[config.mk]
export PLATFORM = sky130hd
export DESIGN_NAME = subpel_mc_weighted_accumulate
export DESIGN_NICKNAME = d
export VERILOG_FILES = /design/src/rtl/smwa_pkg.sv /design/src/rtl/smwa_interp_stage.sv /design/src/rtl/smwa_weight_stage.sv /design/src/rtl/smwa_accum_stage.sv /design/src/rtl/subpel_mc_weighted_accumulate.sv
export VERILOG_INCLUDE_DIRS = /design/src /design/src/rtl
export SDC_FILE = /design/constraint.sdc
export NUM_CORES = 1
export LEC_CHECK = 0
export ABC_AREA = 1
export ABC_CLOCK_PERIOD_IN_PS = 7400
export BUFFER_PORTS_ARGS = -buffer_cell sky130_fd_sc_hd__buf_2
export CORE_ASPECT_RATIO = 0.75
export CORE_MARGIN = 1.5
export CORE_UTILIZATION = 35
export CTS_BUF_LIST = sky130_fd_sc_hd__clkbuf_2 sky130_fd_sc_hd__clkbuf_4 sky130_fd_sc_hd__clkbuf_8
export CTS_CLUSTER_SIZE = 28
export DETAILED_ROUTE_END_ITERATION = 6
export PLACE_DENSITY = 0.61
export SYNTH_ARGS = -nofsm -noshare
export SYNTH_HDL_FRONTEND = slang
export SYNTH_HIERARCHICAL = 1
export SYNTH_SLANG_ARGS = --single-unit
[constraint.sdc]
create_clock -name clock -period 7.4 [get_ports clock]
set_input_delay 0.74 -clock clock [delete_from_list [all_inputs] [get_ports clock]]
set_output_delay 0.74 -clock clock [all_outputs]
set_load 0.005 [all_outputs]
[src/rtl/subpel_mc_weighted_accumulate_macros.svh]
// Assertion macros shared by the subpel motion-compensation RTL.
`ifndef SUBPEL_MC_WEIGHTED_ACCUMULATE_MACROS_SVH
`define SUBPEL_MC_WEIGHTED_ACCUMULATE_MACROS_SVH

`ifndef SYNTHESIS

// Same-cycle implication, checked on every rising edge outside reset.
`define SMWA_ASSERT_NOW(lbl, clk, rst, ante, cons) \
   lbl: assert property (@(posedge clk) disable iff (rst) (ante) |-> (cons)) \
      else $error("smwa assertion failed");

// Next-cycle implication, checked on every rising edge outside reset.
`define SMWA_ASSERT_NEXT(lbl, clk, rst, ante, cons) \
   lbl: assert property (@(posedge clk) disable iff (rst) (ante) |=> (cons)) \
      else $error("smwa assertion failed");

`else

`define SMWA_ASSERT_NOW(lbl, clk, rst, ante, cons)
`define SMWA_ASSERT_NEXT(lbl, clk, rst, ante, cons)

`endif

`endif

[src/rtl/smwa_pkg.sv]
// Types and constants shared by the subpel motion-compensation pipeline.
`default_nettype none

package smwa_pkg;

   // Field widths.
   localparam int SAMPLE_W = 16;
   localparam int WEIGHT_W = 15;
   localparam int ACC_W    = 32;
   localparam int PIXEL_W  = 16;

   // Bilinear sum: four samples with weights summing to four, plus rounding.
   localparam int SUM_W        = SAMPLE_W + 3;
   localparam int BILIN_ROUND  = 2;
   localparam int BILIN_SHIFT  = 2;

   // Accumulator rounding down to pixel precision.
   localparam int ROUND_OFFSET = 1024;
   localparam int ROUND_SHIFT  = 11;
   localparam int ROUND_W      = ACC_W + 1 - ROUND_SHIFT;

   // Product of a signed sample and an unsigned weight.
   localparam int PROD_W = SAMPLE_W + WEIGHT_W + 1;

   // Operation codes.
   localparam logic FUNC_ACCUMULATE = 1'b0;
   localparam logic FUNC_ADD_PIXEL  = 1'b1;

   typedef struct packed {
      logic                       func;
      logic signed [SAMPLE_W-1:0] sample_tl;
      logic signed [SAMPLE_W-1:0] sample_tr;
      logic signed [SAMPLE_W-1:0] sample_bl;
      logic signed [SAMPLE_W-1:0] sample_br;
      logic                       frac_x;
      logic                       frac_y;
      logic        [WEIGHT_W-1:0] blend_weight;
      logic signed [ACC_W-1:0]    acc_in;
      logic signed [PIXEL_W-1:0]  pixel_in;
   } req_type;

   typedef struct packed {
      logic signed [ACC_W-1:0]   acc_out;
      logic signed [PIXEL_W-1:0] pixel_out;
   } rsp_type;

   // After interpolation and rounding.
   typedef struct packed {
      logic                       func;
      logic signed [SAMPLE_W-1:0] interp;
      logic        [WEIGHT_W-1:0] weight;
      logic signed [ACC_W-1:0]    acc;
      logic signed [PIXEL_W-1:0]  rounded;
      logic signed [PIXEL_W-1:0]  pixel;
   } s1_type;

   // After the weight multiply and the pixel add.
   typedef struct packed {
      logic                      func;
      logic signed [PROD_W-1:0]  prod;
      logic signed [ACC_W-1:0]   acc;
      logic signed [PIXEL_W-1:0] pixel;
   } s2_type;

endpackage

`default_nettype wire

[src/rtl/smwa_interp_stage.sv]
// First pipeline stage: bilinear interpolation and accumulator rounding.
`default_nettype none

module smwa_interp_stage (
   input  wire logic             clock,
   input  wire logic             reset,
   input  wire logic             in_valid,
   output logic                  in_ready,
   input  wire smwa_pkg::req_type in_data,
   output logic                  out_valid,
   input  wire logic             out_ready,
   output smwa_pkg::s1_type      out_data
);
   import smwa_pkg::*;

   logic                      valid_ff;
   s1_type                    data_ff;
   s1_type                    data_in;
   logic signed [SUM_W-1:0]   tl_x;
   logic signed [SUM_W-1:0]   tr_x;
   logic signed [SUM_W-1:0]   bl_x;
   logic signed [SUM_W-1:0]   br_x;
   logic signed [SUM_W-1:0]   wsum;
   logic signed [SUM_W-1:0]   rsum;
   logic signed [ACC_W:0]     acc_rnd;
   logic signed [ROUND_W-1:0] acc_shr;

   assign in_ready = !valid_ff || out_ready;

   // Weighted sample sum; weights are powers of two, so shifts suffice.
   always_comb begin
      tl_x = {{(SUM_W-SAMPLE_W){in_data.sample_tl[SAMPLE_W-1]}}, in_data.sample_tl};
      tr_x = {{(SUM_W-SAMPLE_W){in_data.sample_tr[SAMPLE_W-1]}}, in_data.sample_tr};
      bl_x = {{(SUM_W-SAMPLE_W){in_data.sample_bl[SAMPLE_W-1]}}, in_data.sample_bl};
      br_x = {{(SUM_W-SAMPLE_W){in_data.sample_br[SAMPLE_W-1]}}, in_data.sample_br};
      case ({in_data.frac_x, in_data.frac_y})
         2'b00:   wsum = tl_x <<< 2;
         2'b10:   wsum = (tl_x <<< 1) + (tr_x <<< 1);
         2'b01:   wsum = (tl_x <<< 1) + (bl_x <<< 1);
         default: wsum = tl_x + tr_x + bl_x + br_x;
      endcase
      rsum = wsum + SUM_W'(BILIN_ROUND);
   end

   // Accumulator rounding with a widened add, then saturation to pixel range.
   always_comb begin
      acc_rnd = {in_data.acc_in[ACC_W-1], in_data.acc_in} + (ACC_W+1)'(ROUND_OFFSET);
      acc_shr = acc_rnd[ACC_W:ROUND_SHIFT];
      data_in.func   = in_data.func;
      data_in.interp = rsum[BILIN_SHIFT +: SAMPLE_W];
      data_in.weight = in_data.blend_weight;
      data_in.acc    = in_data.acc_in;
      data_in.pixel  = in_data.pixel_in;
      if (acc_shr[ROUND_W-1:PIXEL_W-1] == '0 ||
          acc_shr[ROUND_W-1:PIXEL_W-1] == '1) begin
         data_in.rounded = acc_shr[PIXEL_W-1:0];
      end else if (acc_shr[ROUND_W-1]) begin
         data_in.rounded = {1'b1, {(PIXEL_W-1){1'b0}}};
      end else begin
         data_in.rounded = {1'b0, {(PIXEL_W-1){1'b1}}};
      end
   end

   // Stage register.
   always_ff @(posedge clock) begin
      if (reset) begin
         valid_ff <= 1'b0;
      end else if (in_ready) begin
         valid_ff <= in_valid;
      end
   end

   always_ff @(posedge clock) begin
      if (in_ready && in_valid) begin
         data_ff <= data_in;
      end
   end

   assign out_valid = valid_ff;
   assign out_data  = data_ff;

endmodule

`default_nettype wire

[src/rtl/smwa_weight_stage.sv]
// Second pipeline stage: blend-weight multiply and pixel update.
`default_nettype none

module smwa_weight_stage (
   input  wire logic            clock,
   input  wire logic            reset,
   input  wire logic            in_valid,
   output logic                 in_ready,
   input  wire smwa_pkg::s1_type in_data,
   output logic                 out_valid,
   input  wire logic            out_ready,
   output smwa_pkg::s2_type     out_data
);
   import smwa_pkg::*;

   logic   valid_ff;
   s2_type data_ff;
   s2_type data_in;

   assign in_ready = !valid_ff || out_ready;

   // Signed interpolated sample times the unsigned weight, and the pixel add.
   always_comb begin
      data_in.func = in_data.func;
      data_in.acc  = in_data.acc;
      data_in.prod = PROD_W'(in_data.interp) * PROD_W'(signed'({1'b0, in_data.weight}));
      if (in_data.func == FUNC_ADD_PIXEL) begin
         data_in.pixel = in_data.pixel + in_data.rounded;
      end else begin
         data_in.pixel = in_data.pixel;
      end
   end

   // Stage register.
   always_ff @(posedge clock) begin
      if (reset) begin
         valid_ff <= 1'b0;
      end else if (in_ready) begin
         valid_ff <= in_valid;
      end
   end

   always_ff @(posedge clock) begin
      if (in_ready && in_valid) begin
         data_ff <= data_in;
      end
   end

   assign out_valid = valid_ff;
   assign out_data  = data_ff;

endmodule

`default_nettype wire

[src/rtl/smwa_accum_stage.sv]
// Third pipeline stage: accumulator update into the output register.
`default_nettype none

module smwa_accum_stage (
   input  wire logic            clock,
   input  wire logic            reset,
   input  wire logic            in_valid,
   output logic                 in_ready,
   input  wire smwa_pkg::s2_type in_data,
   output logic                 out_valid,
   input  wire logic            out_ready,
   output smwa_pkg::rsp_type    out_data
);
   import smwa_pkg::*;

   logic    valid_ff;
   rsp_type data_ff;
   rsp_type data_in;

   assign in_ready = !valid_ff || out_ready;

   // Wrapping accumulate in mode 0; mode 1 passes the accumulator through.
   always_comb begin
      data_in.pixel_out = in_data.pixel;
      if (in_data.func == FUNC_ACCUMULATE) begin
         data_in.acc_out = in_data.acc + {{(ACC_W-PROD_W){in_data.prod[PROD_W-1]}},
                                          in_data.prod};
      end else begin
         data_in.acc_out = in_data.acc;
      end
   end

   // Output register.
   always_ff @(posedge clock) begin
      if (reset) begin
         valid_ff <= 1'b0;
      end else if (in_ready) begin
         valid_ff <= in_valid;
      end
   end

   always_ff @(posedge clock) begin
      if (in_ready && in_valid) begin
         data_ff <= data_in;
      end
   end

   assign out_valid = valid_ff;
   assign out_data  = data_ff;

endmodule

`default_nettype wire

[src/rtl/subpel_mc_weighted_accumulate.sv]
// Top level of the subpel motion-compensation weighted-accumulate pipeline.
//
// One transaction on the req_ channel carries one pixel and an operation:
// func 0 interpolates four reference samples bilinearly by the fraction bits,
// scales the value by the blend weight and adds it to the accumulator; func 1
// rounds the accumulator down by eleven bits, saturates it and adds it to the
// pixel. Every request yields exactly one transaction on the rsp_ channel.
// The datapath is three register stages: interpolation and rounding, the
// 16 by 15 bit weight multiply, and the 32-bit accumulate into the output
// register; a result passes through each in turn. The pipeline takes one
// request per cycle for as long as rsp_ready stays high. When the receiver
// stalls, each stage holds its item and the stages before it keep taking
// new ones until they are full, so up to three results queue before
// req_ready drops. Synchronous reset empties all stages; data is kept.
`default_nettype none
`include "subpel_mc_weighted_accumulate_macros.svh"

module subpel_mc_weighted_accumulate (
   input  wire logic              clock,
   input  wire logic              reset,
   input  wire logic              req_valid,
   output logic                   req_ready,
   input  wire smwa_pkg::req_type req_payload,
   output logic                   rsp_valid,
   input  wire logic              rsp_ready,
   output smwa_pkg::rsp_type      rsp_payload
);
   import smwa_pkg::*;

   logic   s1_valid;
   logic   s1_ready;
   s1_type s1_data;
   logic   s2_valid;
   logic   s2_ready;
   s2_type s2_data;

   // Interpolation and rounding.
   smwa_interp_stage u_interp (
      .clock     (clock),
      .reset     (reset),
      .in_valid  (req_valid),
      .in_ready  (req_ready),
      .in_data   (req_payload),
      .out_valid (s1_valid),
      .out_ready (s1_ready),
      .out_data  (s1_data)
   );

   // Weight multiply and pixel add.
   smwa_weight_stage u_weight (
      .clock     (clock),
      .reset     (reset),
      .in_valid  (s1_valid),
      .in_ready  (s1_ready),
      .in_data   (s1_data),
      .out_valid (s2_valid),
      .out_ready (s2_ready),
      .out_data  (s2_data)
   );

   // Accumulate into the output register.
   smwa_accum_stage u_accum (
      .clock     (clock),
      .reset     (reset),
      .in_valid  (s2_valid),
      .in_ready  (s2_ready),
      .in_data   (s2_data),
      .out_valid (rsp_valid),
      .out_ready (rsp_ready),
      .out_data  (rsp_payload)
   );

   // The pipeline takes a request whenever some stage is free.
   `SMWA_ASSERT_NOW(a_ready_when_room, clock, reset, !(s1_valid && s2_valid && rsp_valid), req_ready)

   // A round-and-add transaction leaves the accumulator untouched.
   `SMWA_ASSERT_NEXT(a_acc_passthru, clock, reset, s2_valid && s2_ready && (s2_data.func == FUNC_ADD_PIXEL), rsp_payload.acc_out == $past(s2_data.acc))

   // A delivered result with nothing behind it leaves the output empty.
   `SMWA_ASSERT_NEXT(a_drain_empty, clock, reset, rsp_valid && rsp_ready && !s2_valid, !rsp_valid)

endmodule

`default_nettype wire
==> flow_summary.yaml <==
place:
  dp_hpwl_um: 52230
  portBuffers: 183
  gp_congestion: 0.9607
synthesis:
  yosys.area_share.simple_pct: 23.34
  yosys.area_share.adder_pct: 30.37
  synth_compound_area_share_pct: 3.958
  yosys-top-cells-area: "edfxtp_1 27%, fa_1 22%, nand2_1 15%"
  yosys_most_used_dff: "edfxtp_1"
  syn_inst: 3250
  synth_cell_type_count: 45
  synth-xor-area-share_pct: 2.243
  async_flop_share_pct: 0
  syn_area_per_cell_um2: 7.810
  synthDominantCellAreaShare_pct: 26.62
  synth_top_area_cell: "edfxtp_1"
  yosysMostFrequentCell: "nand2_1"
  synth_nets: 3831
  synth.area.mux_share_pct: 0
  synth_edf_count: 225
  synthesis.area_um2: 25380
  synth_top_family_by_area: "adder cells"
  yosysSeqAreaShare_pct: 26.85
  yosys_warnings: 6
  synth_common_cells: "1,039 x nand2_1, 816 x inv_1, 282 x fa_1, 225 x edfxtp_1, 165 x ha_1"
  ys_seq_elements: 228
die:
  die_h_um: 236.2
  dieWidth_um: 314.0
  start_util_pct: 35.36
  num_rows: 85
  core-area_um2: 71790
  ios: 184
  die_area_um2: 74160
route:
  post_drt_wl_per_cell_um: 14.33
  initialDrtViolationCount: 1604
  wl_um: 63170
  via_per_inst: 4.601
  dr.pass1.iters: 7
  antenna_left: 0
  drc: 0
  vias: 20280
setup_path:
  crit_required_ps: 7750
  worst_setup_path_end_kind: "register"
  rr_worst_depth: 22
  path_depth: 22
  path_class: "register to register"
  worst_path_max_delay_cell: "edfxtp_1"
  cp_cell_sequence: "buf_4, nand2_1, inv_1, fa_1, inv_1, fa_1, inv_1, fa_1, fa_1, fa_1, inv_1, fa_1, inv_1, ha_1, nand2_1, inv_1, a21oi_1, o21ai_0, nand2_1, nand3_1, nand2_1, nand2_1"
  crit_fanout: 9
  critPathTopFamily: "adder cells"
  cp.arrival_ps: 6460
  cp_num_buf_inv: 7
  start_kind: "register"
  cp_slowest_stage_delay_ps: 590
hold_path:
  hold_path_depth: 1
  hold_path_class: "input port to register"
sta:
  clock.fmax_ghz: 0.1636
  fin_crit_sh_pct: 82.59
  fin_crit_ps: 6112
  rsz0062_at_grt: "false"
  tightest_slew_ps: 1109
  max_slew_margin_pct: 26.06
  setup_violations: 0
  fin_tns_setup_ps: 0
  drv_slew: 0
  fin_worst_skew_ps: 37.74
  hold_viol_final: 0
cts:
  htree_levels: 2
  clkTransAtPathRegs_ps: 70
  postCtsSetupRepairBufs: 0
  cts_buffer_depth: 3
  cts_tree: "yes"
  cts_made_buffers: 39
  cts.sinks: 228
  clock_latency_ps: 610
  cts_resized: 0
  cts_root_buf: "clkbuf_8"
  ctsHoldBuffers: 0
job:
  maxCapViolCount: 0
global_route:
  gr-total-overflow: 0
  grt.total_usage_pct: 17.62
  antenna_found_initial: 6
  grt_pass1_vias: 20110
  grt_start_max_net_pins: 82
  grt_pass1_wl_um: 104100
finish:
  final_nets: 4002
  syn2layout_area_growth_pct: 10.87
  layout-drive-gt1-share_pct: 8.909
  nFillCells: 7356
run_status:
  status: "finished, final reports clean"
cell families (layout without fill, tap and decap cells):
| logic type | count (synthesis) | count (layout) |
|---|---|---|
| AOI/OAI and AO/OA | 188 | 188 |
| buffers and inverters | 886 | 1082 |
| xor gates and xnor gates | 65 | 65 |
| DFF | 228 | 228 |
| and+or+nand+nor | 1436 | 1436 |
| other | 0 | 4 |
| adders and majority gates | 447 | 447 |
cell usage in the layout (no fill, tap or decap), types with 14 or more instances in the layout:
cell type	count
buf_4	15
ha_1	165
clkbuf_8	40
xor2_1	39
xnor2_1	26
buf_2	183
nand2_1	1039
fa_1	282
a21oi_1	103
edfxtp_1	225
o21ai_0	50
nor3_1	14
inv_1	816
nand4_1	26
nand3_1	162
nor2_1	133
path summary, 6_finish.rpt:
check | startpoint | end | slack (ps)
min | req_payload[14] | u_interp/out_data[14] | 310
max reg2reg | u_interp/out_data[66] | u_weight/out_data[73] | 1290
max | u_interp/out_data[66] | u_weight/out_data[73] | 1290
min reg2reg | u_interp/out_data[59] | u_weight/out_data[43] | 400
final cells by class:
type | count | area [um^2] | area share, %
multi-input cells | 2136 | 15240 | 54.16
flip-flops and latches | 228 | 6817 | 24.22
inverters | 818 | 3070 | 10.91
well taps | 957 | 1197 | 4.255
repair buffers | 198 | 1028 | 3.655
clock buffers | 47 | 603.1 | 2.143
clock inverters | 19 | 175.2 | 0.6224
diodes | 4 | 10.01 | 0.03557
per-stage QoR:
step / cells / setup WS [ps] / hold slack (ps) / instance area (um^2) / utilization, %
after global placement: 4337 / 1416 / 401.1 / 27350 / 38.10
final: 4407 / 1288 / 310.4 / 28140 / 39.20
after detailed placement: 4337 / 1336 / 404.5 / 27350 / 38.10
after floorplan: 3250 / 1206 / 400.3 / 25380 / -
after global routing: 4405 / 893.2 / 274.2 / 28140 / 39.19
after CTS: 4403 / 1335 / 257.9 / 28130 / 39.19
layer usage:
layer,vias to the layer above,routed length (um),global-route usage [%]
li1,10130,-,-
met5,-,93,0.7792
met4,4,853,3.396
met1,9510,31350,26.15
met3,62,4839,3.912
met2,569,26040,26.14
registers in the layout, indices dropped and copies added, names as in the netlist:
| name | flops |
|---|---|
| u_accum/out_valid | 1 |
| u_weight/out_valid | 1 |
| u_accum/out_data | 48 |
| u_weight/out_data | 81 |
| u_interp/out_valid | 1 |
| u_interp/out_data | 96 |
worst reg2reg max path: stages (launching register included):
cell and delay (ps):
edfxtp_1 590, buf_4 280, nand2_1 70, inv_1 70, fa_1 540, inv_1 60, fa_1 520, inv_1 50
fa_1 480, fa_1 510, fa_1 490, inv_1 50, fa_1 470, inv_1 40, ha_1 330, nand2_1 100
inv_1 60, a21oi_1 500, o21ai_0 300, nand2_1 160, nand3_1 90, nand2_1 70, nand2_1 40
Power is left out: the tool's default activity adds up to more than one toggle a clock period on the data nets, which glitch-free logic cannot reach.
